### src/sv/otb_pkg.sv
`default_nettype none

package otb_pkg;

    localparam int OCC_W    = 32;
    localparam int BUDGET_W = 48;
    localparam int THR_W    = 63;
    localparam int PROD_W   = 2 * OCC_W;
    localparam int BOUND_W  = OCC_W + 1;

    // budget plus rounding term needs one more bit
    localparam int DIV_W    = BUDGET_W + 1;

    localparam int HIT_RECORD_BYTES_DEF = 24;

    localparam int APB_AW = 5;
    localparam int APB_DW = 64;
    localparam int REG_IDX_W = 2;

    localparam logic [REG_IDX_W-1:0] REG_MIN_OCC = 2'd0;
    localparam logic [REG_IDX_W-1:0] REG_MAX_OCC = 2'd1;
    localparam logic [REG_IDX_W-1:0] REG_BUDGET  = 2'd2;
    localparam logic [REG_IDX_W-1:0] REG_USER    = 2'd3;

    localparam logic [THR_W-1:0] UNLIMITED = {THR_W{1'b1}};

    typedef struct packed {
        logic [OCC_W-1:0]    min_occ;
        logic [OCC_W-1:0]    max_occ;
        logic [BUDGET_W-1:0] budget;
        logic [OCC_W-1:0]    user_thr;
    } cfg_t;

endpackage

`default_nettype wire

### src/sv/otb_walk.sv
`default_nettype none

module otb_walk
    import otb_pkg::*;
(
    input  wire logic                clk,
    input  wire logic                rst_n,
    input  wire logic                en,
    input  wire logic [OCC_W-1:0]    occ,
    input  wire logic [OCC_W-1:0]    seed_cnt,
    input  wire logic                last,
    input  wire cfg_t                cfg,
    input  wire logic [BUDGET_W-1:0] limit,
    output logic [THR_W-1:0]         threshold
);

    logic [BUDGET_W-1:0] hits_reg;
    logic [BUDGET_W-1:0] hits_next;
    logic                reached_reg;
    logic                reached_next;
    logic [THR_W-1:0]    bound_reg;
    logic [THR_W-1:0]    bound_next;

    logic [PROD_W-1:0]   prod;
    logic [BUDGET_W-1:0] room;
    logic                over;
    logic                active;
    logic                take;
    logic [BOUND_W-1:0]  occ_plus;
    logic [THR_W-1:0]    bound_take;
    logic [THR_W-1:0]    cap;
    logic [THR_W-1:0]    usr;
    logic [THR_W-1:0]    min_ext;
    logic [THR_W-1:0]    cap_usr;
    logic [THR_W-1:0]    take_min;
    logic [THR_W-1:0]    keep_min;
    logic [THR_W-1:0]    thr_take;
    logic [THR_W-1:0]    thr_keep;

    assign prod       = PROD_W'(occ) * PROD_W'(seed_cnt);
    assign room       = limit - hits_reg;
    assign over       = (hits_reg > limit) || (prod > PROD_W'(room));
    assign active     = (cfg.budget != '0) && !reached_reg;
    assign take       = active && !over;
    assign occ_plus   = BOUND_W'(occ) + BOUND_W'(1);
    assign bound_take = THR_W'(occ_plus);

    assign cap     = (cfg.max_occ != '0) ? THR_W'(cfg.max_occ) : UNLIMITED;
    assign usr     = (cfg.user_thr != '0) ? THR_W'(cfg.user_thr) : UNLIMITED;
    assign min_ext = THR_W'(cfg.min_occ);
    assign cap_usr = (cap < usr) ? cap : usr;

    // threshold for a bin that sets the bound and for one that leaves it
    assign take_min = (bound_take < cap_usr) ? bound_take : cap_usr;
    assign keep_min = (bound_reg < cap_usr) ? bound_reg : cap_usr;
    assign thr_take = (min_ext > take_min) ? min_ext : take_min;
    assign thr_keep = (min_ext > keep_min) ? min_ext : keep_min;

    assign threshold = take ? thr_take : thr_keep;

    always_comb
    begin
        hits_next    = hits_reg;
        reached_next = reached_reg;
        bound_next   = bound_reg;
        if (en)
        begin
            if (last)
            begin
                hits_next    = '0;
                reached_next = 1'b0;
                bound_next   = UNLIMITED;
            end
            else if (active)
            begin
                if (over)
                begin
                    reached_next = 1'b1;
                end
                else
                begin
                    hits_next  = hits_reg + prod[BUDGET_W-1:0];
                    bound_next = bound_take;
                end
            end
        end
    end

    always_ff @(posedge clk or negedge rst_n)
    begin
        if (!rst_n)
        begin
            hits_reg    <= '0;
            reached_reg <= 1'b0;
            bound_reg   <= UNLIMITED;
        end
        else
        begin
            hits_reg    <= hits_next;
            reached_reg <= reached_next;
            bound_reg   <= bound_next;
        end
    end

endmodule

`default_nettype wire

### config.mk
export PLATFORM = sky130hd
export DESIGN_NAME = otb_walk
export DESIGN_NICKNAME = d
export VERILOG_FILES = /design/src/sv/otb_pkg.sv /design/src/sv/otb_walk.sv
export SDC_FILE = /design/constraint.sdc
export NUM_CORES = 2
export LEC_CHECK = 0
export ABC_AREA = 1
export CORE_AREA = 5 5 296 298
export CTS_CLUSTER_SIZE = 25
export DETAILED_ROUTE_END_ITERATION = 7
export DIE_AREA = 0 0 301 303
export DONT_BUFFER_PORTS = 1
export GPL_TIMING_DRIVEN = 0
export MAX_ROUTING_LAYER = met4
export PLACE_DENSITY_LB_ADDON = 0.05
export SYNTH_ARGS = -nofsm -noshare
export SYNTH_HDL_FRONTEND = slang
export SYNTH_SLANG_ARGS = --single-unit
### constraint.sdc
create_clock -name clk -period 10.83 [get_ports clk]
set_input_delay 1.083 -clock clk [delete_from_list [all_inputs] [get_ports clk]]
set_output_delay 1.083 -clock clk [all_outputs]
set_load 0.01 [all_outputs]
# --- Word-level counts from Yosys, hierarchy flattened ---
# Cells that the tools add are included.
# W data, S select, Z words.
classes:
  add_sub_neg: 3
  eq_ne: 1
  n_mul: 1
  order_cmp: 7
  reduce_logical: 12
  n_mux: 17
ops:
  columns: ["operator", "n"]
  rows:
  - ["$mux W63", 11]
  - ["$mux W48", 3]
  - ["$gt A32 B63 Y1", 2]
  - ["$lt A63 B63 Y1", 2]
  - ["$gt A64 B48 Y1", 1]
  - ["$mul A32 B32 Y64", 1]
  - ["$reduce_bool A32 Y1", 2]
  - ["$lt A33 B63 Y1", 1]
  - ["$add A48 B48 Y48", 1]
  - ["$gt A48 B48 Y1", 1]
  - ["$reduce_bool A48 Y1", 1]
  - ["$sub A48 B48 Y48", 1]
  - ["$add A32 B1 Y33 const B", 1]
  - ["$reduce_and A3 Y1", 2]
  - ["$reduce_bool A2 Y1", 2]
  - ["$mux W1", 3]
  - ["$logic_and A1 B1 Y1", 2]
  - ["$logic_not A1 Y1", 2]
  - ["$ne A2 B2 Y1 const B", 1]
  - ["$logic_or A1 B1 Y1", 1]
word_totals:
  in_bits: 260
  ff_bits: 112
  elab_cells: 44

# --- Logic depth before layout (Yosys ltp) ---
depth:
  ltp_word: 9
  depth_mapped: 60

# --- Least setup slack after synthesis ---
# Ideal clock, no wire load.
synth_path:
  kind: "in2out"
  from: "input occ[12]"
  to: "output threshold[34]"
  setup_slack_ps: -315
  t_arrival_ps: 10062
  t_required_ps: 9747
  n_path_buf: 4
  stages: 44
  path_cell_list: "clkbuf_1 -> buf_1 -> nand2_1 -> inv_1 -> fa_1 -> fa_1 -> fa_1 -> inv_1 -> fa_1 -> inv_1 -> fa_1 -> inv_1 -> fa_1 -> inv_1 -> fa_1 -> inv_1 -> fa_1 -> inv_1 -> (+8 left out) -> inv_2 -> a21oi_2 -> o21ai_2 -> xor2_1 -> ha_1 -> nand2_1 -> nor4_1 -> inv_1 -> o41ai_1 -> nand3_1 -> nor2_1 -> nand4_1 -> nor2_1 -> nand4_4 -> buf_6 -> nand2_1 -> inv_1 -> buf_4"
synth_via:
  elab_chain_cells: 6
  word_cells_on_any_way: 11
synth_rtl:
  columns: ["element", "line_no", "text"]
  rows:
  - ["from (decl)", "otb_walk.sv:9", "input wire logic [OCC_W-1:0] occ,"]
  - ["$add A32 B1 Y33 or $mul A32 B32 Y64 (tied branches)", "otb_walk.sv:45, otb_walk.sv:40", null]
  - ["$lt A33 B63 Y1 or $gt A64 B48 Y1 (tied branches)", "otb_walk.sv:54, otb_walk.sv:42", null]
  - ["$mux W63 or $logic_or A1 B1 Y1 (tied branches)", "otb_walk.sv:54, otb_walk.sv:42", null]
  - ["$gt A32 B63 Y1 or $logic_not A1 Y1 (tied branches)", "otb_walk.sv:56, otb_walk.sv:44", null]
  - ["$mux W63 or $logic_and A1 B1 Y1 (tied branches)", "otb_walk.sv:56, otb_walk.sv:44", null]
  - ["$mux W63 *", "otb_walk.sv:59", "assign threshold = take ? thr_take : thr_keep;"]
  - ["to (decl)", "otb_walk.sv:14", "output logic [THR_W-1:0] threshold"]
# Every way passes the cells marked *; elsewhere a longest branch is shown, timed or not.

# --- Final worst setup path ---
layout_path:
  from: "input occ[18]"
  to: "output threshold[39]"
# The elaborated chain is that of the path after synthesis.

==> metrics.yaml <==
run_status:
  outcome: "finished with violations"
  violations: "design-rule violations, negative setup slack"
sta:
  finClkSkew_ps: 19.0
  slew_violations: 0
  layout_setup_ws_ps: -830
  rsz0062_at_grt: "true"
  setup_viol: 63
  slew_headroom_pct: 32.1
  maxClockFrequency_mhz: 85.8
  tightest_slew_ps: 1020
  fin_crit_ps: 11660
  period_share_pct: 108
  hold_viol_final: 0
cells_and_area:
  final_area_um2: 58100
  fin_nets: 8957
  area_growth_pct: 11.8
  drive_gt1_share_pct: 12.8
  postLayoutCoreUtil_pct: 68.7
  finalNonFillerCells: 8388
  largest_reg_flops: 48
die:
  rows: 107
  fp.dieArea_um2: 91200
  core_um2: 84600
  die_w_um: 301
  die_y_um: 303
  start_util_pct: 61.4
  ioPinCount: 323
hold_path:
  hp-class: "in -> async"
global_route:
  antenna_found_initial: 6
  grt_pass1_vias: 49800
  grt-ovfl-total: 0
  grt_pass1_wl_um: 306000
  grt_max_degree: 84
  grt_usage_pct: 46.6
logic_synthesis:
  ys_warn_count: 0
  yosys.area.top_type: "fa_1"
  synth_cell_types: 76
  syn_avg_cell_area_um2: 7.30
  ys_async_sr_fraction_pct: 100
  synth_edf_count: 0
  synth_top_area_share_pct: 34.6
  ys_seq_area_share_pct: 4.08
  syn-cell-area_um2: 52000
  synthFlopType: "dfrtp_1"
  synth.area.top_cells: "fa_1, ha_1, inv_1, nand2_1, a21oi_1"
  syn_inst: 7120
  ys_ff_latch: 83
  synthesis.nets: 8849
detailed_routing:
  drt_iter0_drc: 6638
  antenna_left: 0
  drc: 10
  routed_wl_um: 209000
  drtPass1Iterations: 8
  num_vias: 49800
  wl_per_cell_um: 25.0
  viasPerCell: 5.94
critical_path:
  crit_type: "in -> out"
  cp-end-kind: "primary output"
  critPathArrivalTime_ps: 10580
  startpoint_type: "input pin"
  crit_slowest_cell: "fa_2"
  slowest_delay_ps: 660
  crit_path_max_fanout: 10
  worstPathRequired_ps: 9750
place:
  detailedPlace.worstSlack_ps: -3010
  gp_congestion: 1.09
  dpl.hpwl_um: 171000
  dpl.cell_count: 8264
  post_dp_cell_area_um2: 53500
  port_buffers: 0
clock_tree:
  clockRootBuffer: "clkbuf_16"
  clockBufferDepth: 2
  cts_inserted_buffers: 9
  cts.reportedPaths.clkPinSlew_ps: 80
  ctsHoldBuffers: 0
  cts_tree: "done"
  clock_latency_ps: 400
  cts.htree.levels: 3
  cts.sinks: 83
flow_run:
  maxCapViolations: 0
-- worst max-delay path, delay by kind of cell --
kind,cells,cell delay [ps]
AO/OA/AOI/OAI,7,990
XOR/XNOR,1,280
adder cells (fa/ha/maj),10,4900
buffers and inverters,12,1690
AND/OR/NAND/NOR,11,1600
-- repair_timing --
item                       CTS  global route
resized for setup          714           218
setup endpoints to repair  146            63
pin swaps                  112           104
setup buffers               64            26
cloned                       4             3
-- worst paths after layout --
check | cells past startpoint | start | to | slack (ps)
min in group clk | 2 | bound_reg[30] | bound_reg[30] | 500
worst max-delay path | 41 | occ[18] | threshold[39] | -830
worst min-delay path | 0 | rst_n | hits_reg[8] | 370
max in group asynchronous | 0 | rst_n | bound_reg[2] | 10120
worst max register to register | 37 | hits_reg[2] | bound_reg[27] | 4270
worst min register to register | 2 | bound_reg[30] | bound_reg[30] | 500
-- per-stage QoR --
step,hold WS (ps),TNS [ps]
6_report,366,-47240
2_1_floorplan,455,-734
5_1_grt,364,-60270
3_5_place_dp,490,-243860
3_3_place_gp,483,-242270
4_1_cts,355,-33970
-- synthesized netlist by cell type (24+ instances only) --
master / instances
nor2_1: 386
dfrtp_1: 49
o21ai_1: 53
xnor2_1: 69
ha_1: 571
fa_1: 898
a31oi_1: 38
nand3_1: 189
and2_1: 33
inv_1: 1768
nand4_1: 64
o21ai_2: 45
o21ai_0: 169
nor4_1: 24
buf_1: 24
nor3_1: 33
or2_2: 30
buf_4: 35
o21a_1: 29
nand2_2: 47
xor2_1: 82
nand2_1: 1700
dfstp_2: 34
clkbuf_1: 234
buf_2: 29
a21oi_1: 302
-- metal layers --
metal / global-route usage [%] / vias up / routed length [um]
li1: - / 21600 / -
met1: 57.7 / 24000 / 76800
met2: 66.2 / 3387 / 86700
met3: 18.3 / 859 / 30600
met4: 24.1 / 0 / 15100
met5: - / - / 0
-- kinds of logic (layout without fill, tap and decap cells) --
logic type	after synthesis	count (layout)	share of synthesized area [%]
xor+xnor	152	152	2.58
fa+ha+maj	1469	1469	48.3
compound gates	762	762	8.86
flops	83	83	4.08
other cells	0	11	0
buf+inv	2112	2225	15.8
simple gates	2542	2542	20.3
-- cell type report --
cell class	count	area [um2]
Sequential cell	83	2120
Buffer	337	3400
Tap cell	1144	1430
Clock inverter	5	40.0
Multi-Input combinational cell	4925	43200
Antenna cell	11	27.5
Inverter	1775	6670
Timing Repair Buffer	94	892
Timing Repair inverter	3	22.5
Clock buffer	11	264
Fill cell	7110	26500
-- cells in the final DEF, fill, tap and decap left out, types with 56 or more instances in the layout --
master / instances
xor2_1: 70
o21ai_1: 69
o21ai_0: 131
clkbuf_16: 59
nand2_2: 111
xnor2_1: 61
buf_4: 89
o21ai_2: 56
nand4_1: 64
nor2_1: 344
fa_1: 865
ha_1: 544
clkbuf_2: 101
nand3_1: 185
a21oi_1: 274
nand2_1: 1631
inv_1: 1742
Power is left out: the tool's default activity adds up to more than one toggle a clock period on the data nets, which glitch-free logic cannot reach.
