**src/sv/otb_pkg.sv**
```systemverilog
`default_nettype none

package otb_pkg;

    localparam int OCC_W    = 32;
    localparam int BUDGET_W = 48;
    localparam int THR_W    = 63;
    localparam int PROD_W   = 2 * OCC_W;
    localparam int BOUND_W  = OCC_W + 1;

    // budget plus rounding term needs one more bit
    localparam int DIV_W    = BUDGET_W + 1;

    localparam int HIT_RECORD_BYTES_DEF = 24;

    localparam int APB_AW = 5;
    localparam int APB_DW = 64;
    localparam int REG_IDX_W = 2;

    localparam logic [REG_IDX_W-1:0] REG_MIN_OCC = 2'd0;
    localparam logic [REG_IDX_W-1:0] REG_MAX_OCC = 2'd1;
    localparam logic [REG_IDX_W-1:0] REG_BUDGET  = 2'd2;
    localparam logic [REG_IDX_W-1:0] REG_USER    = 2'd3;

    localparam logic [THR_W-1:0] UNLIMITED = {THR_W{1'b1}};

    typedef struct packed {
        logic [OCC_W-1:0]    min_occ;
        logic [OCC_W-1:0]    max_occ;
        logic [BUDGET_W-1:0] budget;
        logic [OCC_W-1:0]    user_thr;
    } cfg_t;

endpackage

`default_nettype wire

```
**src/sv/otb_limit_div.sv**
```systemverilog
`default_nettype none

module otb_limit_div
    import otb_pkg::*;
#(
    parameter int HIT_RECORD_BYTES = HIT_RECORD_BYTES_DEF
)
(
    input  wire logic                clk,
    input  wire logic                rst_n,
    input  wire logic                start,
    input  wire logic [BUDGET_W-1:0] budget,
    output logic                     busy,
    output logic [BUDGET_W-1:0]      limit
);

    // ceil(budget / record size) = (x * RECIP) >> SHIFT with x = budget + record size - 1;
    // RECIP = ceil(2^SHIFT / record size) is exact for every x below 2^DIV_W
    localparam int HALF_W  = (DIV_W + 1) / 2;
    localparam int RECIP_W = 2 * HALF_W;
    localparam int SHIFT   = DIV_W + $clog2(HIT_RECORD_BYTES);
    localparam int ACC_W   = SHIFT + BUDGET_W;
    localparam logic [63:0] RECIP_FULL =
        ((64'd1 << SHIFT) + 64'(HIT_RECORD_BYTES) - 64'd1) / 64'(HIT_RECORD_BYTES);
    localparam logic [HALF_W-1:0] RECIP_LO = RECIP_FULL[HALF_W-1:0];
    localparam logic [HALF_W-1:0] RECIP_HI = RECIP_FULL[RECIP_W-1:HALF_W];
    localparam logic [DIV_W-1:0]  ROUND    = DIV_W'(HIT_RECORD_BYTES - 1);
    localparam logic [1:0]        LAST_STEP = 2'd3;

    logic [DIV_W-1:0]   x_reg;
    logic [DIV_W-1:0]   x_next;
    logic [ACC_W-1:0]   acc_reg;
    logic [ACC_W-1:0]   acc_next;
    logic [1:0]         step_reg;
    logic [1:0]         step_next;
    logic               busy_reg;
    logic               busy_next;
    logic [HALF_W-1:0]  mul_a;
    logic [HALF_W-1:0]  mul_b;
    logic [RECIP_W-1:0] pp;
    logic [ACC_W-1:0]   pp_ext;
    logic [ACC_W-1:0]   term_a;
    logic [ACC_W-1:0]   term;

    // one half by half partial product per cycle, low halves first
    assign mul_a  = step_reg[1] ? HALF_W'(x_reg[DIV_W-1:HALF_W]) : x_reg[HALF_W-1:0];
    assign mul_b  = step_reg[0] ? RECIP_HI : RECIP_LO;
    assign pp     = RECIP_W'(mul_a) * RECIP_W'(mul_b);
    assign pp_ext = ACC_W'(pp);
    assign term_a = step_reg[1] ? (pp_ext << HALF_W) : pp_ext;
    assign term   = step_reg[0] ? (term_a << HALF_W) : term_a;

    always_comb
    begin
        x_next    = x_reg;
        acc_next  = acc_reg;
        step_next = step_reg;
        busy_next = busy_reg;
        if (start)
        begin
            x_next    = {1'b0, budget} + ROUND;
            acc_next  = '0;
            step_next = '0;
            busy_next = 1'b1;
        end
        else if (busy_reg)
        begin
            acc_next  = acc_reg + term;
            step_next = step_reg + 2'd1;
            if (step_reg == LAST_STEP)
            begin
                busy_next = 1'b0;
            end
        end
    end

    always_ff @(posedge clk or negedge rst_n)
    begin
        if (!rst_n)
        begin
            x_reg    <= '0;
            acc_reg  <= '0;
            step_reg <= '0;
            busy_reg <= 1'b0;
        end
        else
        begin
            x_reg    <= x_next;
            acc_reg  <= acc_next;
            step_reg <= step_next;
            busy_reg <= busy_next;
        end
    end

    assign busy  = busy_reg;
    assign limit = acc_reg[ACC_W-1:SHIFT];

endmodule

`default_nettype wire

```
**config.mk**
```make
export PLATFORM = sky130hd
export DESIGN_NAME = otb_limit_div
export DESIGN_NICKNAME = d
export VERILOG_FILES = /design/src/sv/otb_pkg.sv /design/src/sv/otb_limit_div.sv
export SDC_FILE = /design/constraint.sdc
export NUM_CORES = 1
export LEC_CHECK = 0
export ABC_AREA = 0
export BUFFER_PORTS_ARGS = -buffer_cell sky130_fd_sc_hd__buf_2
export CAP_MARGIN = 25
export CORE_UTILIZATION = 52
export CTS_CLUSTER_DIAMETER = 200
export DETAILED_ROUTE_END_ITERATION = 6
export GPL_TIMING_DRIVEN = 0
export PLACE_DENSITY = 0.69
export SLEW_MARGIN = 10
export SYNTH_ARGS = -nofsm -noshare
export SYNTH_HDL_FRONTEND = slang
export SYNTH_SLANG_ARGS = --single-unit
```
**constraint.sdc**
```tcl
create_clock -name clk -period 14.5 [get_ports clk]
set_input_delay 3.625 -clock clk [delete_from_list [all_inputs] [get_ports clk]]
set_output_delay 3.625 -clock clk [all_outputs]
set_load 0.005 [all_outputs]
```
Yosys cells after proc, flatten, opt, wreduce, memory -nomap -nowiden
Index checks and enable logic that the tools add are counted.

storage, ports and cells
  bits of input ports = 51
  memory bits (writable) = 0
  register bits = 154
  output and inout bits = 49
  memory bits (read-only) = 0
  memories = 0
  latch bits = 0

cells by class
  multipliers = 1
  reduce and logical (&&, ||, !) cells = 1
  shifts and indexed selects = 0
  div/mod/pow operators = 0
  eq/ne operators = 1
  bitwise logic cells = 0
  order comparisons = 0
  add/subtract/negate cells = 3
  mux-type cells = 11

operators by type and width
  cell                                           number
  2-to-1 mux 102 bit                             2
  adder 102 x 100 -> 102 bit                     1
  2-to-1 mux 100 bit                             1
  2-to-1 mux 75 bit                              1
  multiplier 25 x 25 -> 50 bit                   1
  2-to-1 mux 25 bit                              2
  adder 48 x 5 -> 49 bit, second input constant  1
  2-to-1 mux 2 bit                               2
  2-to-1 mux 1 bit                               3
  adder 2 x 1 -> 2 bit, second input constant    1
  == test 2 bit, second input constant           1
  nonzero test 2 bit                             1

Depth between registers and ports, before layout
Gate-level depths: netlist of run 1.

  word-level depth = 7
  gate-level depth with buffers = 42
  mapped depth without buffers = 38

Least setup slack after synthesis of run 1
Ideal clock, no wire load.

  path kind = register to register
  start point = reg step_reg[1]
  end point = reg acc_reg[98]
  stages on the path, launching flop included = 39
  slack = 4359 ps
  arrival time = 10019 ps
  path buffers = 3
  period minus slack after synthesis = 10141 ps
  cells stage by stage = dfrtp_1 -> clkbuf_1 -> clkbuf_1 -> clkbuf_1 -> mux2i_1 -> inv_1 -> nand2_1 -> o21ai_0 -> ha_1 -> fa_1 -> inv_1 -> fa_1 -> fa_1 -> inv_1 -> fa_1 -> fa_1 -> inv_1 -> fa_1 -> [... 3 more ...] -> a221oi_1 -> o211ai_1 -> a2111oi_2 -> o31ai_2 -> a41oi_2 -> xor2_1 -> mux2i_1 -> a21o_1 -> ha_1 -> a21oi_1 -> o21a_1 -> o221ai_2 -> o21ai_0 -> a221o_1 -> a211oi_4 -> o21a_1 -> or4_1 -> a32o_1

on the way
  word-level cells in the longest chain between the ends = 7

RTL lines
  element                       line                 text
  start: declaration            otb_limit_div.sv:34  logic [1:0] step_reg;
  start signal: assignment      otb_limit_div.sv:90  step_reg <= step_next;
  2-to-1 mux 25 bit             otb_limit_div.sv:46  assign mul_a = step_reg[1] ? HALF_W'(x_reg[DIV_W-1:HALF_W]) : x_reg[HALF_W-1:0];
  multiplier 25 x 25 -> 50 bit  otb_limit_div.sv:48  assign pp = RECIP_W'(mul_a) * RECIP_W'(mul_b);
  2-to-1 mux 75 bit *           otb_limit_div.sv:50  assign term_a = step_reg[1] ? (pp_ext << HALF_W) : pp_ext;
  2-to-1 mux 100 bit *          otb_limit_div.sv:51  assign term = step_reg[0] ? (term_a << HALF_W) : term_a;
  adder 102 x 100 -> 102 bit *  otb_limit_div.sv:68  acc_next = acc_reg + term;
  2-to-1 mux 102 bit *          otb_limit_div.sv:66  else if (busy_reg)
  2-to-1 mux 102 bit *          otb_limit_div.sv:59  if (start)
  end signal: assignment        otb_limit_div.sv:89  acc_reg <= acc_next;
  end: declaration              otb_limit_div.sv:32  logic [ACC_W-1:0] acc_reg;

Every way passes the cells marked *; elsewhere a longest branch is shown, timed or not. The select of a mux whose other input is x is not followed.
A chain may end at the register's enable or synchronous reset.

Final worst setup path of run 1
  start point = reg step_reg[0]
  end point = reg acc_reg[100]

on the way
  word-level cells in the longest chain between the ends = 7

RTL lines
  element                       line                 text
  2-to-1 mux 25 bit             otb_limit_div.sv:47  assign mul_b = step_reg[0] ? RECIP_HI : RECIP_LO;
  multiplier 25 x 25 -> 50 bit  otb_limit_div.sv:48
  2-to-1 mux 75 bit             otb_limit_div.sv:50
  2-to-1 mux 100 bit *          otb_limit_div.sv:51
  adder 102 x 100 -> 102 bit *  otb_limit_div.sv:68
  2-to-1 mux 102 bit *          otb_limit_div.sv:66
  2-to-1 mux 102 bit *          otb_limit_div.sv:59

Marks and branches as above.

==> results of run 1 <==
[final cells by class]
type | instances | area, µm²
flip-flops and latches | 154 | 3850
clock inverters | 14 | 194
well taps | 748 | 936
multi-input cells | 2621 | 22200
inverters | 566 | 2120
repair buffers | 106 | 576
clock buffers | 18 | 439
plain buffers | 235 | 1130
fillers | 5371 | 23800
[stage by stage]
step	hold slack [ns]	area [µm²]	util	setup WS (ns)
after floorplan	0.456	29300	-	4.36
after CTS	0.499	31400	0.568	0.833
after global routing	0.533	31500	0.569	0.0367
after global placement	0.475	30700	0.556	0.813
final	0.499	31500	0.569	0.331
after detailed placement	0.483	30800	0.557	0.896
[kinds of logic (layout without fill, tap and decap cells)]
group | count (synthesis) | after routing
buf+inv | 801 | 939
fa+ha+maj | 636 | 636
mux | 81 | 81
flops | 154 | 154
other cells | 2 | 14
compound gates | 828 | 828
xor+xnor | 163 | 163
simple gates | 899 | 899
[how the worst max path moves through the flow]
| stage | to | slack [ns] |
|---|---|---|
| 2_1_floorplan | acc_reg[98] | 4.36 |
| 3_3_place_gp | acc_reg[100] | 0.81 |
| 3_5_place_dp | acc_reg[100] | 0.90 |
| 4_1_cts | acc_reg[100] | 0.83 |
| 5_1_grt | acc_reg[100] | 0.04 |
| 6_report | acc_reg[100] | 0.33 |
[per-layer routing]
layer	up-vias	routed length, µm	global-route usage	share of wire
li1	12159	-	-	-
met5	-	0	0	0
met2	1116	44900	0.551	0.44
met3	176	8410	0.0757	0.083
met4	0	3900	0.138	0.038
met1	12904	44000	0.505	0.43
[tightest hold or removal path: cells and delay by family, from the launching register on]
family | cells | cell delay [ns]
AOI/OAI and AO/OA | 1 | 0.06
and+or+nand+nor | 1 | 0.05
DFF | 1 | 0.35
[cell usage in the layout, fill, tap and decap left out, drive strengths merged, types with 45 or more instances in the layout]
cell / n
inv: 567
fa: 320
ha: 316
nor2: 274
a21oi: 259
nand2: 254
o21ai: 238
buf: 198
clkbuf: 161
dfrtp: 154
xor2: 82
xnor2: 81
nand4: 81
mux2i: 73
a21o: 69
nand3: 69
o21bai: 46
nor3: 45
==> impl_metrics.tcl, run 1 <==
set metrics [dict create \
    status "completed" \
    crit_path_max_incr_delay_ns 0.86 \
    grt_overflow 0 \
    drive_above_1_share 0.0775 \
    end_kind "flop" \
    cp_data_required_time_ns 14.88 \
    synth_edf_count 0 \
    hold_depth 2 \
    maxCapViolations 0 \
    slew_headroom 0.276 \
    r2r_end "acc_reg[100]" \
    path_class "flop to flop" \
    critPathLaunchType "flop" \
    crit_buf_inv 7 \
    grt_pass1_wl_mm 154 \
    rsz0062_at_grt "no" \
    largest_reg_flops 102 \
    dp_cells 4426 \
    cts_tree "yes" \
    place_congestion 1.01 \
    die_x_um 239 \
    min_to "acc_reg[28]" \
    seq_area_frac_synth 0.132 \
    dr.pass1.iters 6 \
    clock_skew_ns 0.0149 \
    hpwl_mm 86.3 \
    synthMuxAreaShare 0.0280 \
    dieArea_mm2 0.0572 \
    wl_mm 101 \
    post-cts-setup-buffer-count 0 \
    cts-root-buf "clkbuf_16" \
    core_mm2 0.0553 \
    cp_slowest_cell "buf_1" \
    synth_compound_area_frac 0.178 \
    synth_area_mm2 0.0293 \
    wl_per_cell_um 22.7 \
    antenna_found_initial 0 \
    rrSetupSlack_ns 0.33 \
    grtUsageTotal 0.363 \
    clock_latency_ns 0.50 \
    synth.largest_area_cell "fa_1" \
    synth_xor_area_frac 0.0488 \
    die_y_um 239 \
    path_delay_family "adder cells" \
    ctsHoldBuffers 0 \
    vias 26355 \
    hold_class "flop to flop" \
    synthCells 3564 \
    setup_viol 0 \
    area_delta_synth_final_pct 7.49 \
    ys_warn_count 0 \
    ant_nets 0 \
    yosys-top-cells-count "inv_1 (564), fa_1 (320), ha_1 (316)" \
    post_cts_resize_count 0 \
    finalSetupTns_ns 0 \
    synth_simple_gate_area_frac 0.148 \
    r2r_cells 36 \
    final_nets 4388 \
    yosysUniqueCellTypes 104 \
    arrival_ns 14.55 \
    timing.rr.start "step_reg[0]" \
    hp-start "acc_reg[28]" \
    path_clk_slew_ns 0.07 \
    cp_max_fo 10 \
    hold_viol 0 \
    critPathLaunch "step_reg[0]" \
    grt_max_degree 79 \
    worstMarginPinSlew_ns 1.09 \
    ios 100 \
    clock_sinks 154 \
    initial_core_util 0.529 \
    diodes 0 \
    synth.avg_cell_area_um2 8.21 \
    fin_crit_ns 14.17 \
    synthTopCellsByArea "fa_1 (22%), ha_1 (14%), dfrtp_1 (13%), inv_1 (7.2%), a21oi_1 (4.3%)" \
    drtIter0Drc 2587 \
    drc 0 \
    synth-seq-cells 154 \
    synth_top_area_frac 0.219 \
    synth_top_family_by_area "adder cells" \
    critical_path_depth 36 \
    post-route-period-util 0.977 \
    synth_ff_type "dfrtp_1" \
    grt_pass1_vias 25198 \
    yosysMostFrequentCell "inv_1" \
    io_buffers 99 \
    async_reset_ff_frac 1.00 \
    via_per_inst 5.91 \
    cp_common_cell "fa_1" \
    cts.htree.levels 4 \
    final_cells 4462 \
    synthAdderAreaFrac 0.354 \
    max_freq_ghz 0.0706 \
    floorplan.rows 86 \
    drv_slew 0 \
    clk_path_buf_depth 2 \
    cts_buffers 17 \
]
Power of run 1 is not shown: default switching activity piles up to over one toggle a cycle in this logic, so the estimate is an artifact.
==> inputs of run 2 (changes only) <==
--- a/config.mk
+++ b/config.mk
@@ -8,11 +8,12 @@
 export ABC_AREA = 0
 export BUFFER_PORTS_ARGS = -buffer_cell sky130_fd_sc_hd__buf_2
 export CAP_MARGIN = 25
-export CORE_UTILIZATION = 52
+export CORE_ASPECT_RATIO = 0.5
+export CORE_UTILIZATION = 62
 export CTS_CLUSTER_DIAMETER = 200
 export DETAILED_ROUTE_END_ITERATION = 6
 export GPL_TIMING_DRIVEN = 0
-export PLACE_DENSITY = 0.69
+export PLACE_DENSITY = 0.8
 export SLEW_MARGIN = 10
 export SYNTH_ARGS = -nofsm -noshare
 export SYNTH_HDL_FRONTEND = slang
==> run 2 against run 1 <==
Sequential share of layout area is 0.088 points higher. Via count is 3.4% higher. Register-to-register slack better by 0.48 ns. Flip-flop and latch count did not move. Hold slack worse by 0.0015 ns. Critical path depth up 1. First-iteration DRC count is 43% higher. Final cell count shrank 2.8%. Utilization grew 11 points. Highest routed layer is now met5. Clock skew grew 0.0075 ns.
==> impl_metrics.tcl, run 2 (synthesized netlist as in run 1, its figures left out) <==
set metrics [dict create \
    drtIter0Drc 3697 \
    path_class "flop to flop" \
    placed_cell_area_mm2 0.0306 \
    clock_skew_ns 0.0224 \
    cts_buffers 17 \
    clock_latency_ns 0.48 \
    io_buffers 99 \
    cts.htree.levels 4 \
    final_nets 4383 \
    floorplan.rows 55 \
    diodes 0 \
    cp_data_required_time_ns 14.86 \
    cp_slowest_cell "o21ai_0" \
    area_delta_synth_final_pct 6.72 \
    drv_slew 0 \
    fin_crit_ns 13.69 \
    vias 27248 \
    post_cts_resize_count 0 \
    place_congestion 1.05 \
    grt_pass1_vias 26682 \
    top_layer_used "met5" \
    clock_sinks 154 \
    ant_nets 0 \
    wl_met1_mm 43.3 \
    cts_tree "yes" \
    final_common_cell "inv_1" \
    dr_wl_met2_mm 42.4 \
    arrival_ns 14.05 \
    worstMarginPinSlew_ns 1.20 \
    grt_pass1_wl_mm 158 \
    drive_above_1_share 0.0760 \
    end_kind "flop" \
    critPathLaunchType "flop" \
    grt_max_degree 94 \
    dp_slack_ns 1.53 \
    layout_common_cells "inv_1 (564), fa_1 (320), ha_1 (316)" \
    dr.pass1.iters 6 \
    wl_per_cell_um 24.2 \
    post-cts-setup-buffer-count 0 \
    crit_path_max_incr_delay_ns 0.92 \
    hold_viol 0 \
    cp_common_cell "fa_1" \
    grt_overflow 0 \
    path_clk_slew_ns 0.09 \
    slew_headroom 0.189 \
    wl_mm 105 \
    design_area_mm2 0.0312 \
    cp_max_fo 10 \
    via_per_inst 6.28 \
    clk_path_buf_depth 2 \
    core_mm2 0.0459 \
    drc 0 \
    maxCapViolations 0 \
    grtUsageTotal 0.444 \
    status "completed" \
    max_freq_ghz 0.0731 \
    ctsHoldBuffers 0 \
    route.met3.wl_mm 14.4 \
    rsz0062_at_grt "no" \
    dieArea_mm2 0.0481 \
    cts-root-buf "clkbuf_16" \
    die_y_um 156 \
    finalSetupTns_ns 0 \
    initial_core_util 0.638 \
    hold_class "flop to flop" \
    setup_ws_ns 0.811 \
    setup_viol 0 \
    post-route-period-util 0.944 \
    hpwl_mm 88.6 \
    fin_hold_ws_ns 0.498 \
    ios 100 \
    largest_reg_flops 102 \
    die_x_um 309 \
    antenna_found_initial 6 \
]
run 2: cell count changes in the layout (fill, tap and decap cells not counted), sizes merged:
cell | previous run | this run
clkbuf | 161 | 160
buf | 198 | 193
bufinv | 4 | 0
inv | 567 | 572
run 2: path summary, 6_finish.rpt:
path	startpoint	end	slack (ns)	depth (start not counted)
setup / recovery	step_reg[0]	acc_reg[95]	0.81	37
hold / removal	acc_reg[28]	acc_reg[28]	0.50	2
setup reg to reg	step_reg[0]	acc_reg[95]	0.81	37
hold reg to reg	acc_reg[28]	acc_reg[28]	0.50	2
max in group asynchronous	rst_n	x_reg[38]	10.48	2
min in group asynchronous	rst_n	acc_reg[22]	3.08	1
run 2: layout make-up:
type	count	area [µm²]
clock buffer	17	425
clock inverter	15	175
buffer	235	1130
inverter	566	2120
fill	3906	14700
sequential	154	3850
timing repair buffer	101	538
tap	627	785
multi-input combinational	2621	22200
run 2: routing by layer:
metal	GRT usage	vias up
met5	0	-
met4	0.170	12
met3	0.154	284
met2	0.627	1603
met1	0.623	13211
li1	-	12138
run 2: per-stage QoR:
step | instances | util
after global routing | 4336 | 0.681
after global placement | 4302 | 0.667
after CTS | 4335 | 0.681
after floorplan | 3576 | -
after detailed placement | 4303 | 0.667
final | 4336 | 0.681
run 2: critical path, delay by kind of cell (launching register included):
| kind | cells | cell delay [ns] |
|---|---|---|
| fa+ha+maj | 9 | 4.31 |
| compound gates | 12 | 3.88 |
| buf+inv | 8 | 2.51 |
| simple gates | 6 | 1.59 |
| flops | 1 | 0.52 |
| xor+xnor | 1 | 0.47 |
| mux | 1 | 0.23 |
Power of run 2 is left out for the same reason.
